## src/rtl/core/timer_slot_bank_unit_macros.svh

```systemverilog
// ----------------------------------------------------------------------------
// timer slot bank assertion macros
// shared property shorthands for the timer slot bank modules
// ----------------------------------------------------------------------------
`ifndef TIMER_SLOT_BANK_UNIT_MACROS_SVH
`define TIMER_SLOT_BANK_UNIT_MACROS_SVH

// same-cycle implication
`define TSB_ASSERT_IMP(label, clk, rst_n, ante, cons, msg) \
  label: assert property (@(posedge clk) disable iff (!rst_n) (ante) |-> (cons)) \
    else $error(msg);

// next-cycle implication
`define TSB_ASSERT_NXT(label, clk, rst_n, ante, cons, msg) \
  label: assert property (@(posedge clk) disable iff (!rst_n) (ante) |=> (cons)) \
    else $error(msg);

`endif

```

## src/rtl/core/tsb_pkg.sv

```systemverilog
// ----------------------------------------------------------------------------
// tsb_pkg
// types and constants shared by the timer slot bank modules
// ----------------------------------------------------------------------------
package tsb_pkg;

  localparam int SLOT_COUNT_DEF = 8;
  localparam int MAX_EVENTS     = 8;
  localparam int DIV_STEPS      = 32;

  localparam logic [7:0]  DEST_ABSENT = 8'd0;
  localparam logic [7:0]  SIG_ABSENT  = 8'd0;
  localparam logic [31:0] HALF32      = 32'h8000_0000;

  typedef enum logic [1:0] {
    REQ_TICK   = 2'd0,
    REQ_START  = 2'd1,
    REQ_CANCEL = 2'd2,
    REQ_QUERY  = 2'd3
  } req_e;

  typedef enum logic [1:0] {
    RESP_REPLY = 2'd0,
    RESP_EVENT = 2'd1,
    RESP_EMPTY = 2'd2
  } resp_e;

  typedef enum logic [2:0] {
    ST_IDLE,
    ST_REQ,
    ST_RD,
    ST_CHK,
    ST_DIV,
    ST_FIN
  } st_e;

  typedef struct packed {
    logic        periodic;
    logic [7:0]  dest;
    logic [7:0]  signal;
    logic [31:0] payload;
    logic [31:0] deadline;
    logic [31:0] period;
  } slot_rec_t;

  typedef struct packed {
    logic        start;
    logic [31:0] num;
    logic [31:0] den;
  } div_req_t;

  typedef struct packed {
    logic        busy;
    logic        done;
    logic [31:0] rem;
  } div_rsp_t;

endpackage

```

## src/rtl/core/tsb_slot_mem.sv

```systemverilog
// ----------------------------------------------------------------------------
// tsb_slot_mem
// slot record store, one write port and one registered read port
// ----------------------------------------------------------------------------
module tsb_slot_mem #(
  parameter int DEPTH = tsb_pkg::SLOT_COUNT_DEF,
  parameter int AW    = 3
) (
  input  logic                clk_i,
  input  logic                we_i,
  input  logic [AW-1:0]       waddr_i,
  input  tsb_pkg::slot_rec_t  wdata_i,
  input  logic                rd_en_i,
  input  logic [AW-1:0]       raddr_i,
  output tsb_pkg::slot_rec_t  rdata_o
);

  tsb_pkg::slot_rec_t mem_q [DEPTH];
  tsb_pkg::slot_rec_t rdata_q;

  always_ff @(posedge clk_i) begin
    if (we_i) begin
      mem_q[waddr_i] <= wdata_i;
    end
  end

  always_ff @(posedge clk_i) begin
    if (rd_en_i) begin
      rdata_q <= mem_q[raddr_i];
    end
  end

  assign rdata_o = rdata_q;

endmodule

```

## src/rtl/core/tsb_rem_div.sv

```systemverilog
// ----------------------------------------------------------------------------
// tsb_rem_div
// restoring divider, one quotient bit a cycle, returns the remainder
// ----------------------------------------------------------------------------
module tsb_rem_div (
  input  logic              clk_i,
  input  logic              rst_ni,
  input  tsb_pkg::div_req_t req_i,
  output tsb_pkg::div_rsp_t rsp_o
);

  localparam int CW = $clog2(tsb_pkg::DIV_STEPS);

  logic [31:0]   num_q, num_d;
  logic [31:0]   den_q, den_d;
  logic [31:0]   rem_q, rem_d;
  logic [CW-1:0] cnt_q, cnt_d;
  logic          busy_q, busy_d;
  logic          done_q, done_d;
  logic [32:0]   trial;

  assign trial = {rem_q, num_q[31]};

  always_comb begin
    num_d  = num_q;
    den_d  = den_q;
    rem_d  = rem_q;
    cnt_d  = cnt_q;
    busy_d = busy_q;
    done_d = 1'b0;
    if (req_i.start) begin
      num_d  = req_i.num;
      den_d  = req_i.den;
      rem_d  = '0;
      cnt_d  = CW'(tsb_pkg::DIV_STEPS - 1);
      busy_d = 1'b1;
    end else if (busy_q) begin
      num_d = {num_q[30:0], 1'b0};
      if (trial >= {1'b0, den_q}) begin
        rem_d = 32'(trial - {1'b0, den_q});
      end else begin
        rem_d = trial[31:0];
      end
      cnt_d = cnt_q - 1'b1;
      if (cnt_q == '0) begin
        busy_d = 1'b0;
        done_d = 1'b1;
      end
    end
  end

  always_ff @(posedge clk_i or negedge rst_ni) begin
    if (!rst_ni) begin
      busy_q <= 1'b0;
      done_q <= 1'b0;
      cnt_q  <= '0;
    end else begin
      busy_q <= busy_d;
      done_q <= done_d;
      cnt_q  <= cnt_d;
    end
  end

  always_ff @(posedge clk_i) begin
    num_q <= num_d;
    den_q <= den_d;
    rem_q <= rem_d;
  end

  assign rsp_o.busy = busy_q;
  assign rsp_o.done = done_q;
  assign rsp_o.rem  = rem_q;

endmodule

```

## src/rtl/core/timer_slot_bank_unit.sv

```systemverilog
// ----------------------------------------------------------------------------
// timer_slot_bank_unit
// bank of one-shot and periodic timer slots with tick-driven expiry events
// ----------------------------------------------------------------------------
// Requests enter on the in channel (in_valid_i / in_stall_o); results leave on
// the out channel (out_valid_o / out_stall_i) through an output register.
// Start, cancel and query each give one reply word, loaded into the output
// register from the request state once the output register is free.
// A tick walks the slots in order: an inactive slot is skipped, an active
// one takes a memory read, then a compare. An expired periodic slot with a
// nonzero period also runs the remainder divider for its catch-up deadline.
// A tick gives one event word per expiry (at most eight, the last one flagged)
// or a single empty reply. One item is worked on at a time; the next is taken
// once the previous one has produced its last word into the output register.
// Reset clears every slot's active bit at once; slot records live in a memory
// and are only read for active slots. A stalled receiver holds the output
// word and pauses the tick scan at the next word it wants to emit.
// ----------------------------------------------------------------------------
`include "timer_slot_bank_unit_macros.svh"

module timer_slot_bank_unit #(
  parameter int SLOT_COUNT = tsb_pkg::SLOT_COUNT_DEF
) (
  input  logic        clk_i,
  input  logic        rst_ni,
  input  logic        in_valid_i,
  output logic        in_stall_o,
  input  logic [1:0]  req_type_i,
  input  logic [7:0]  slot_id_i,
  input  logic [7:0]  dest_code_i,
  input  logic [7:0]  signal_code_i,
  input  logic [31:0] payload_word_i,
  input  logic [31:0] delay_time_i,
  input  logic        repeat_flag_i,
  input  logic [31:0] now_time_i,
  output logic        out_valid_o,
  input  logic        out_stall_i,
  output logic [1:0]  resp_kind_o,
  output logic        ok_flag_o,
  output logic [2:0]  fired_slot_o,
  output logic [7:0]  event_dest_o,
  output logic [7:0]  event_signal_o,
  output logic [31:0] event_payload_o,
  output logic [31:0] event_time_o,
  output logic        last_flag_o
);

  localparam int IDX_W = (SLOT_COUNT > 1) ? $clog2(SLOT_COUNT) : 1;
  localparam int CNT_W = $clog2(SLOT_COUNT + 1);
  localparam int NF_W  = $clog2(tsb_pkg::MAX_EVENTS + 1);

  // captured request
  tsb_pkg::req_e req_q;
  logic [7:0]    slot_q, dest_q, sig_q;
  logic [31:0]   pay_q, delay_q, now_q;
  logic          rep_q;

  tsb_pkg::st_e     state_q, state_d;
  logic [CNT_W-1:0] scan_q, scan_d;
  logic [NF_W-1:0]  nfired_q, nfired_d;
  logic [SLOT_COUNT-1:0] active_q, active_d;
  logic             caseb_q, caseb_d;

  // held event, emitted once the next one (or the scan end) is known
  logic        pend_valid_q, pend_valid_d;
  logic [2:0]  pend_slot_q, pend_slot_d;
  logic [7:0]  pend_dest_q, pend_dest_d;
  logic [7:0]  pend_sig_q, pend_sig_d;
  logic [31:0] pend_pay_q, pend_pay_d;

  // output register
  logic        out_valid_q, out_valid_d;
  logic [1:0]  out_kind_q;
  logic        out_ok_q;
  logic [2:0]  out_slot_q;
  logic [7:0]  out_dest_q, out_sig_q;
  logic [31:0] out_pay_q, out_time_q;
  logic        out_last_q;

  logic        out_load;
  logic [1:0]  out_kind_n;
  logic        out_ok_n;
  logic [2:0]  out_slot_n;
  logic [7:0]  out_dest_n, out_sig_n;
  logic [31:0] out_pay_n, out_time_n;
  logic        out_last_n;
  logic        out_free;

  logic               mem_we, mem_rd_en;
  logic [IDX_W-1:0]   mem_waddr, mem_raddr;
  tsb_pkg::slot_rec_t mem_wdata, rd;

  tsb_pkg::div_req_t div_req;
  tsb_pkg::div_rsp_t div_rsp;

  logic             in_accept;
  logic             in_range;
  logic [IDX_W-1:0] id_idx, scan_idx;
  logic             ok_n;
  logic [31:0]      diff, neg_period, next_deadline;
  logic             reached, small_period;

  assign in_stall_o = (state_q != tsb_pkg::ST_IDLE);
  assign in_accept  = in_valid_i && !in_stall_o;
  assign out_free   = !out_valid_q || !out_stall_i;

  assign in_range = {1'b0, slot_q} < 9'(SLOT_COUNT);
  assign id_idx   = slot_q[IDX_W-1:0];
  assign scan_idx = scan_q[IDX_W-1:0];

  // wrap-safe expiry test and catch-up arithmetic
  assign diff         = now_q - rd.deadline;
  assign reached      = !diff[31];
  assign small_period = !rd.period[31] || (rd.period == tsb_pkg::HALF32);
  assign neg_period   = 32'd0 - rd.period;

  // deadline + k*period folded through the division remainder
  always_comb begin
    if (caseb_q) begin
      next_deadline = now_q + tsb_pkg::HALF32 + rd.period + 32'd1 + div_rsp.rem;
    end else begin
      next_deadline = now_q - div_rsp.rem + rd.period;
    end
  end

  always_comb begin
    unique case (req_q)
      tsb_pkg::REQ_START: begin
        ok_n = in_range && (dest_q != tsb_pkg::DEST_ABSENT)
               && (sig_q != tsb_pkg::SIG_ABSENT) && (delay_q != 32'd0);
      end
      tsb_pkg::REQ_CANCEL: ok_n = in_range;
      tsb_pkg::REQ_QUERY:  ok_n = in_range && active_q[id_idx];
      default:             ok_n = 1'b0;
    endcase
  end

  always_comb begin
    state_d      = state_q;
    scan_d       = scan_q;
    nfired_d     = nfired_q;
    active_d     = active_q;
    caseb_d      = caseb_q;
    pend_valid_d = pend_valid_q;
    pend_slot_d  = pend_slot_q;
    pend_dest_d  = pend_dest_q;
    pend_sig_d   = pend_sig_q;
    pend_pay_d   = pend_pay_q;
    out_load     = 1'b0;
    out_kind_n   = tsb_pkg::RESP_REPLY;
    out_ok_n     = 1'b0;
    out_slot_n   = '0;
    out_dest_n   = '0;
    out_sig_n    = '0;
    out_pay_n    = '0;
    out_time_n   = '0;
    out_last_n   = 1'b0;
    mem_we       = 1'b0;
    mem_waddr    = scan_idx;
    mem_wdata    = rd;
    mem_rd_en    = 1'b0;
    mem_raddr    = scan_idx;
    div_req      = '0;

    unique case (state_q)
      tsb_pkg::ST_IDLE: begin
        if (in_accept) begin
          scan_d   = '0;
          nfired_d = '0;
          if (tsb_pkg::req_e'(req_type_i) == tsb_pkg::REQ_TICK) begin
            state_d = tsb_pkg::ST_RD;
          end else begin
            state_d = tsb_pkg::ST_REQ;
          end
        end
      end
      tsb_pkg::ST_REQ: begin
        if (out_free) begin
          out_load   = 1'b1;
          out_kind_n = tsb_pkg::RESP_REPLY;
          out_ok_n   = ok_n;
          out_last_n = 1'b1;
          if (ok_n && (req_q == tsb_pkg::REQ_START)) begin
            mem_we             = 1'b1;
            mem_waddr          = id_idx;
            mem_wdata.periodic = rep_q;
            mem_wdata.dest     = dest_q;
            mem_wdata.signal   = sig_q;
            mem_wdata.payload  = pay_q;
            mem_wdata.deadline = now_q + delay_q;
            mem_wdata.period   = delay_q;
            active_d[id_idx]   = 1'b1;
          end else if (ok_n && (req_q == tsb_pkg::REQ_CANCEL)) begin
            active_d[id_idx] = 1'b0;
          end
          state_d = tsb_pkg::ST_IDLE;
        end
      end
      tsb_pkg::ST_RD: begin
        if ((scan_q == CNT_W'(SLOT_COUNT)) || (nfired_q == NF_W'(tsb_pkg::MAX_EVENTS))) begin
          state_d = tsb_pkg::ST_FIN;
        end else if (!active_q[scan_idx]) begin
          scan_d = scan_q + 1'b1;
        end else begin
          mem_rd_en = 1'b1;
          state_d   = tsb_pkg::ST_CHK;
        end
      end
      tsb_pkg::ST_CHK: begin
        if (!reached) begin
          scan_d  = scan_q + 1'b1;
          state_d = tsb_pkg::ST_RD;
        end else if (!pend_valid_q || out_free) begin
          if (pend_valid_q) begin
            out_load   = 1'b1;
            out_kind_n = tsb_pkg::RESP_EVENT;
            out_slot_n = pend_slot_q;
            out_dest_n = pend_dest_q;
            out_sig_n  = pend_sig_q;
            out_pay_n  = pend_pay_q;
            out_time_n = now_q;
          end
          pend_valid_d = 1'b1;
          pend_slot_d  = 3'(scan_idx);
          pend_dest_d  = rd.dest;
          pend_sig_d   = rd.signal;
          pend_pay_d   = rd.payload;
          nfired_d     = nfired_q + 1'b1;
          if (!rd.periodic) begin
            active_d[scan_idx] = 1'b0;
            scan_d             = scan_q + 1'b1;
            state_d            = tsb_pkg::ST_RD;
          end else if (rd.period == 32'd0) begin
            scan_d  = scan_q + 1'b1;
            state_d = tsb_pkg::ST_RD;
          end else begin
            div_req.start = 1'b1;
            caseb_d       = !small_period;
            if (small_period) begin
              div_req.num = diff;
              div_req.den = rd.period;
            end else begin
              div_req.num = tsb_pkg::HALF32 - diff + neg_period - 32'd1;
              div_req.den = neg_period;
            end
            state_d = tsb_pkg::ST_DIV;
          end
        end
      end
      tsb_pkg::ST_DIV: begin
        if (div_rsp.done) begin
          mem_we             = 1'b1;
          mem_wdata.deadline = next_deadline;
          scan_d             = scan_q + 1'b1;
          state_d            = tsb_pkg::ST_RD;
        end
      end
      tsb_pkg::ST_FIN: begin
        if (out_free) begin
          out_load   = 1'b1;
          out_last_n = 1'b1;
          if (pend_valid_q) begin
            out_kind_n = tsb_pkg::RESP_EVENT;
            out_slot_n = pend_slot_q;
            out_dest_n = pend_dest_q;
            out_sig_n  = pend_sig_q;
            out_pay_n  = pend_pay_q;
            out_time_n = now_q;
          end else begin
            out_kind_n = tsb_pkg::RESP_EMPTY;
          end
          pend_valid_d = 1'b0;
          state_d      = tsb_pkg::ST_IDLE;
        end
      end
      default: begin
        state_d = tsb_pkg::ST_IDLE;
      end
    endcase
  end

  always_comb begin
    out_valid_d = out_valid_q;
    if (out_load) begin
      out_valid_d = 1'b1;
    end else if (!out_stall_i) begin
      out_valid_d = 1'b0;
    end
  end

  always_ff @(posedge clk_i or negedge rst_ni) begin
    if (!rst_ni) begin
      state_q      <= tsb_pkg::ST_IDLE;
      scan_q       <= '0;
      nfired_q     <= '0;
      active_q     <= '0;
      caseb_q      <= 1'b0;
      pend_valid_q <= 1'b0;
      out_valid_q  <= 1'b0;
    end else begin
      state_q      <= state_d;
      scan_q       <= scan_d;
      nfired_q     <= nfired_d;
      active_q     <= active_d;
      caseb_q      <= caseb_d;
      pend_valid_q <= pend_valid_d;
      out_valid_q  <= out_valid_d;
    end
  end

  always_ff @(posedge clk_i) begin
    if (in_accept) begin
      req_q   <= tsb_pkg::req_e'(req_type_i);
      slot_q  <= slot_id_i;
      dest_q  <= dest_code_i;
      sig_q   <= signal_code_i;
      pay_q   <= payload_word_i;
      delay_q <= delay_time_i;
      rep_q   <= repeat_flag_i;
      now_q   <= now_time_i;
    end
    pend_slot_q <= pend_slot_d;
    pend_dest_q <= pend_dest_d;
    pend_sig_q  <= pend_sig_d;
    pend_pay_q  <= pend_pay_d;
    if (out_load) begin
      out_kind_q <= out_kind_n;
      out_ok_q   <= out_ok_n;
      out_slot_q <= out_slot_n;
      out_dest_q <= out_dest_n;
      out_sig_q  <= out_sig_n;
      out_pay_q  <= out_pay_n;
      out_time_q <= out_time_n;
      out_last_q <= out_last_n;
    end
  end

  tsb_slot_mem #(
    .DEPTH (SLOT_COUNT),
    .AW    (IDX_W)
  ) u_mem (
    .clk_i   (clk_i),
    .we_i    (mem_we),
    .waddr_i (mem_waddr),
    .wdata_i (mem_wdata),
    .rd_en_i (mem_rd_en),
    .raddr_i (mem_raddr),
    .rdata_o (rd)
  );

  tsb_rem_div u_div (
    .clk_i  (clk_i),
    .rst_ni (rst_ni),
    .req_i  (div_req),
    .rsp_o  (div_rsp)
  );

  assign out_valid_o     = out_valid_q;
  assign resp_kind_o     = out_kind_q;
  assign ok_flag_o       = out_ok_q;
  assign fired_slot_o    = out_slot_q;
  assign event_dest_o    = out_dest_q;
  assign event_signal_o  = out_sig_q;
  assign event_payload_o = out_pay_q;
  assign event_time_o    = out_time_q;
  assign last_flag_o     = out_last_q;

  `TSB_ASSERT_IMP(a_no_rw_same_entry, clk_i, rst_ni, mem_rd_en && mem_we, mem_raddr != mem_waddr, "slot read and write collide")
  `TSB_ASSERT_IMP(a_div_start_idle, clk_i, rst_ni, div_req.start, !div_rsp.busy, "divider restarted while busy")
  `TSB_ASSERT_IMP(a_idle_no_pend, clk_i, rst_ni, state_q == tsb_pkg::ST_IDLE, !pend_valid_q, "event left pending after tick")
  `TSB_ASSERT_IMP(a_empty_no_fire, clk_i, rst_ni, out_load && (out_kind_n == tsb_pkg::RESP_EMPTY), nfired_q == '0, "empty reply after an expiry")
  `TSB_ASSERT_NXT(a_load_shows, clk_i, rst_ni, out_load, out_valid_o, "loaded word not presented")

endmodule

```

## config.mk

```make
export PLATFORM = sky130hd
export DESIGN_NAME = timer_slot_bank_unit
export DESIGN_NICKNAME = d
export VERILOG_FILES = /design/src/rtl/core/tsb_pkg.sv /design/src/rtl/core/tsb_slot_mem.sv /design/src/rtl/core/tsb_rem_div.sv /design/src/rtl/core/timer_slot_bank_unit.sv
export VERILOG_INCLUDE_DIRS = /design/src /design/src/rtl/core
export SDC_FILE = /design/constraint.sdc
export NUM_CORES = 2
export LEC_CHECK = 0
export BUFFER_PORTS_ARGS = -buffer_cell sky130_fd_sc_hd__buf_2
export CELL_PAD_IN_SITES_DETAIL_PLACEMENT = 1
export CELL_PAD_IN_SITES_GLOBAL_PLACEMENT = 2
export CORE_ASPECT_RATIO = 0.6
export CORE_MARGIN = 4
export CORE_UTILIZATION = 42
export DETAILED_ROUTE_END_ITERATION = 8
export PLACE_DENSITY_LB_ADDON = 0.1
export SYNTH_ARGS = -nofsm -noshare
export SYNTH_HDL_FRONTEND = slang
export SYNTH_HIERARCHICAL = 1
export SYNTH_SLANG_ARGS = --single-unit
```

## constraint.sdc

```tcl
create_clock -name clk_i -period 11 [get_ports clk_i]
set_input_delay 1.1 -clock clk_i [delete_from_list [all_inputs] [get_ports clk_i]]
set_output_delay 1.1 -clock clk_i [all_outputs]
set_load 0.01 [all_outputs]
```

==> impl_results.md <==
* Outcome: completed
* Share of layout cells above drive strength 1 at 0.183
* Min Tclk post-route at ~6500 ps
* Drt initial violations at about 3700
* DRT met1 WL at 94.8 mm
* Met3 routed WL at roughly 12 mm
* Worst-path clk slew at approximately 60 ps
* HP Class: input port to asynchronous set/reset pin
* TritonCTS Buffers at ~150
* HPWL Detailed at around 130 mm
* Largest net degree at the start of global routing at about 110
* CTS Buffer Depth at 4
* Rel. slew slack at 0.0959
* Met2 wire length at 86.1 mm
* Startpoint Class: register
* WHS at roughly 400 ps
* FP Rows at roughly 110
* Synth-to-Final Area Change at 12.0%
* TritonCTS clock tree: yes
* Mean Syn Cell Area at between 10 and 15 um^2
* VDD IR max at between 0.0001 and 0.00015 V
* Clock root buffer: clkbuf_16
* Crit. End Element: register
* Initial antenna violation count at 8
* Switch Pwr at 0.00856 W
* Vias at 40200
* Worst-Margin Slew at about 1400 ps
* Period utilisation layout at 0.590
* CP max-delay cell: a21oi_1
* Fmax achieved at between 0.15 and 0.2 GHz
* Global placement routability congestion at between 0.8 and 0.9
* Wire per inst at 27.8 um
* # DRC at 0
* Chip Width at 525 um
* First-pass GRT wire length at 290 mm
* Post-synth net total at about 5100
* Fillers at between 15000 and 20000
* Max Slew Vio Count at 0
* Final setup vio count at 0
* Crit Path Max Fanout at 46
* Clk sink count at between 1000 and 1500
* Hold-fix buffers, CTS at 0
* Cell Int Power at around 0.013 W
* Lkg Pwr at between 20 and 30 nW
* Layout net count at roughly 5300
* Power density over cell area at 292 nW/um^2
* Buffer and inverter count on the worst path at 6
* Quantity of I/O buffers inserted on ports at about 220
* RSZ-0062 raised after global routing: false
* Top Layer Used: met4
* GRT Resource Usage Total at 0.234
* Htree depth at 4
* Sequential fraction of design power at 0.333
* Final Skew at between 40 and 50 ps
* Part of the power in combinational logic at 0.447
* Setup_tns at 0 ps
* Initial Util at 0.424
* Die area at roughly 170000 um^2
* CP top delay family: compound AO/OA/AOI/OAI gates
* Most frequent CP cell: buf_4
* # Max-Cap Violations at 0
* Core area at about 160000 um^2
* Cells after Synth at 4612
* Drt pass-1 iters at 5
* Drt total wl at between 150 and 200 mm
* Vias in the first global route at around 42000
* Worst path arrival time at ~7100 ps
* Fin. Hold Viols at 0
* Clk Latency, worst-skew pair at 780 ps
* Max incr delay on CP at between 600 and 700 ps
* Net Sw Frac at 0.388
* WP data required at between 10000 and 15000 ps
* Setup Buffers After CTS at 0
* Clock power frac at 0.220
* Cells along the critical path: inv_1 > ha_1 > nand2b_1 > a211oi_1 > o21bai_1 > a21oi_1 > o21ai_1 > mux2i_1 > buf_4 > nor2_1 > nand2_1 > or2_2 > buf_4 > inv_4 > buf_4 > nor2b_1 > buf_4 > nand3_1 > o221ai_1
* Crit Path Class: register to register
* Vias per inst at 5.66
* Chip Height at around 320 um
* Post-cts gate resize count at 0
* GRT Residual Overflow at 0
* Synth Cell Area at slightly below 70000 um^2
* Top Ports at roughly 220
* Routed Antenna Nets at 0
* Syn. warnings at 6
==> metrics by stage <==
step                 util  worst slack [ps]  std cells  power (W)  area [um^2]
floorplan               -               439       4612     0.0143        67300
global route        0.475              4040       7103     0.0235        75400
global placement    0.446              4760       6852     0.0171        70900
finish              0.475              4510       7104     0.0220        75400
CTS                 0.475              4600       7101     0.0221        75400
detailed placement  0.446              4600       6852     0.0172        70900
==> metal layers <==
| layer | up-vias | track usage |
|---|---|---|
| li1 | 18000 | - |
| met1 | 20900 | 0.355 |
| met2 | 1086 | 0.347 |
| met3 | 227 | 0.0465 |
| met4 | 0 | 0.0541 |
| met5 | - | 0 |
==> sequential cells by signal, indices dropped and copies added (netlist names), 32 cells and up, named ones only <==
| signal | cells |
|---|---|
| u_mem/mem_q | 904 |
| u_mem/rdata_o | 113 |
| delay_q | 32 |
| event_payload_o | 32 |
| event_time_o | 32 |
| now_q | 32 |
| pay_q | 32 |
| pend_pay_q | 32 |
| u_div/den_q | 32 |
| u_div/num_q | 32 |
| u_div/rem_q | 32 |
==> layout by cell type (no fill, tap or decap), types with 26 or more instances in the layout <==
cell,count
edfxtp_1,1342
nand2_1,395
inv_1,307
ha_1,256
mux4_2,226
buf_2,215
nor2_1,207
a21oi_1,206
o21ai_0,170
xnor2_1,150
clkbuf_16,148
and2_1,104
a21o_1,89
mux2_2,76
mux2_4,73
xor2_1,67
buf_4,67
fa_1,66
nand3_1,59
nor3_1,43
nand2b_1,41
o211ai_1,32
dfxtp_1,32
clkinv_1,31
clkbuf_1,31
a211oi_1,30
o21bai_1,28
nand4_1,27
dfrtp_1,26
==> power groups by stage <==
stage	logic, W	clock network [W]	registers [W]
global route	0.0109	0.00524	0.00739
CTS	0.00979	0.00500	0.00735
detailed placement	0.00971	0	0.00745
finish	0.00985	0.00485	0.00733
floorplan	0.00700	0	0.00726
global placement	0.00961	0	0.00745
==> worst register-to-register path: stages (launching register included) <==
cell and delay [ps]:
edfxtp_1 440, inv_1 90, ha_1 230, nand2b_1 180
a211oi_1 590, o21bai_1 290, a21oi_1 620, o21ai_1 280
mux2i_1 180, buf_4 220, nor2_1 410, nand2_1 250
or2_2 350, buf_4 290, inv_4 500, buf_4 560
nor2b_1 110, buf_4 250, nand3_1 350, o221ai_1 190
==> worst paths after layout <==
check	from	endpoint	slack (ps)	cells past startpoint
setup / recovery	now_q[0]$_DFFE_PP_	u_div/rem_q[24]$_SDFFE_PP0P_	4510	19
hold / removal	rst_ni	out_valid_o$_DFFE_PN0P_	410	1
setup reg to reg	now_q[0]$_DFFE_PP_	u_div/rem_q[24]$_SDFFE_PP0P_	4510	19
hold reg to reg	u_mem/rdata_o[88]$_DFFE_PP_	pend_pay_q[24]$_DFFE_PP_	450	0
max in group asynchronous	rst_ni	scan_q[1]$_DFFE_PN0P_	10040	1
min in group clk_i	u_mem/rdata_o[88]$_DFFE_PP_	pend_pay_q[24]$_DFFE_PP_	450	0
==> final cells by class <==
type | count | area (um^2) | share of cell area
Multi-Input combinational cell | 2722 | 23700 | 0.314
Clock inverter | 68 | 678 | 0.00899
Inverter | 311 | 1170 | 0.0155
Clock buffer | 181 | 3850 | 0.0510
Tap cell | 2127 | 2660 | 0.0353
Antenna cell | 3 | 7.51 | 0.0000995
Timing Repair Buffer | 289 | 1720 | 0.0228
Sequential cell | 1403 | 41700 | 0.553
No activity file was read; power rests on OpenSTA's default activity.
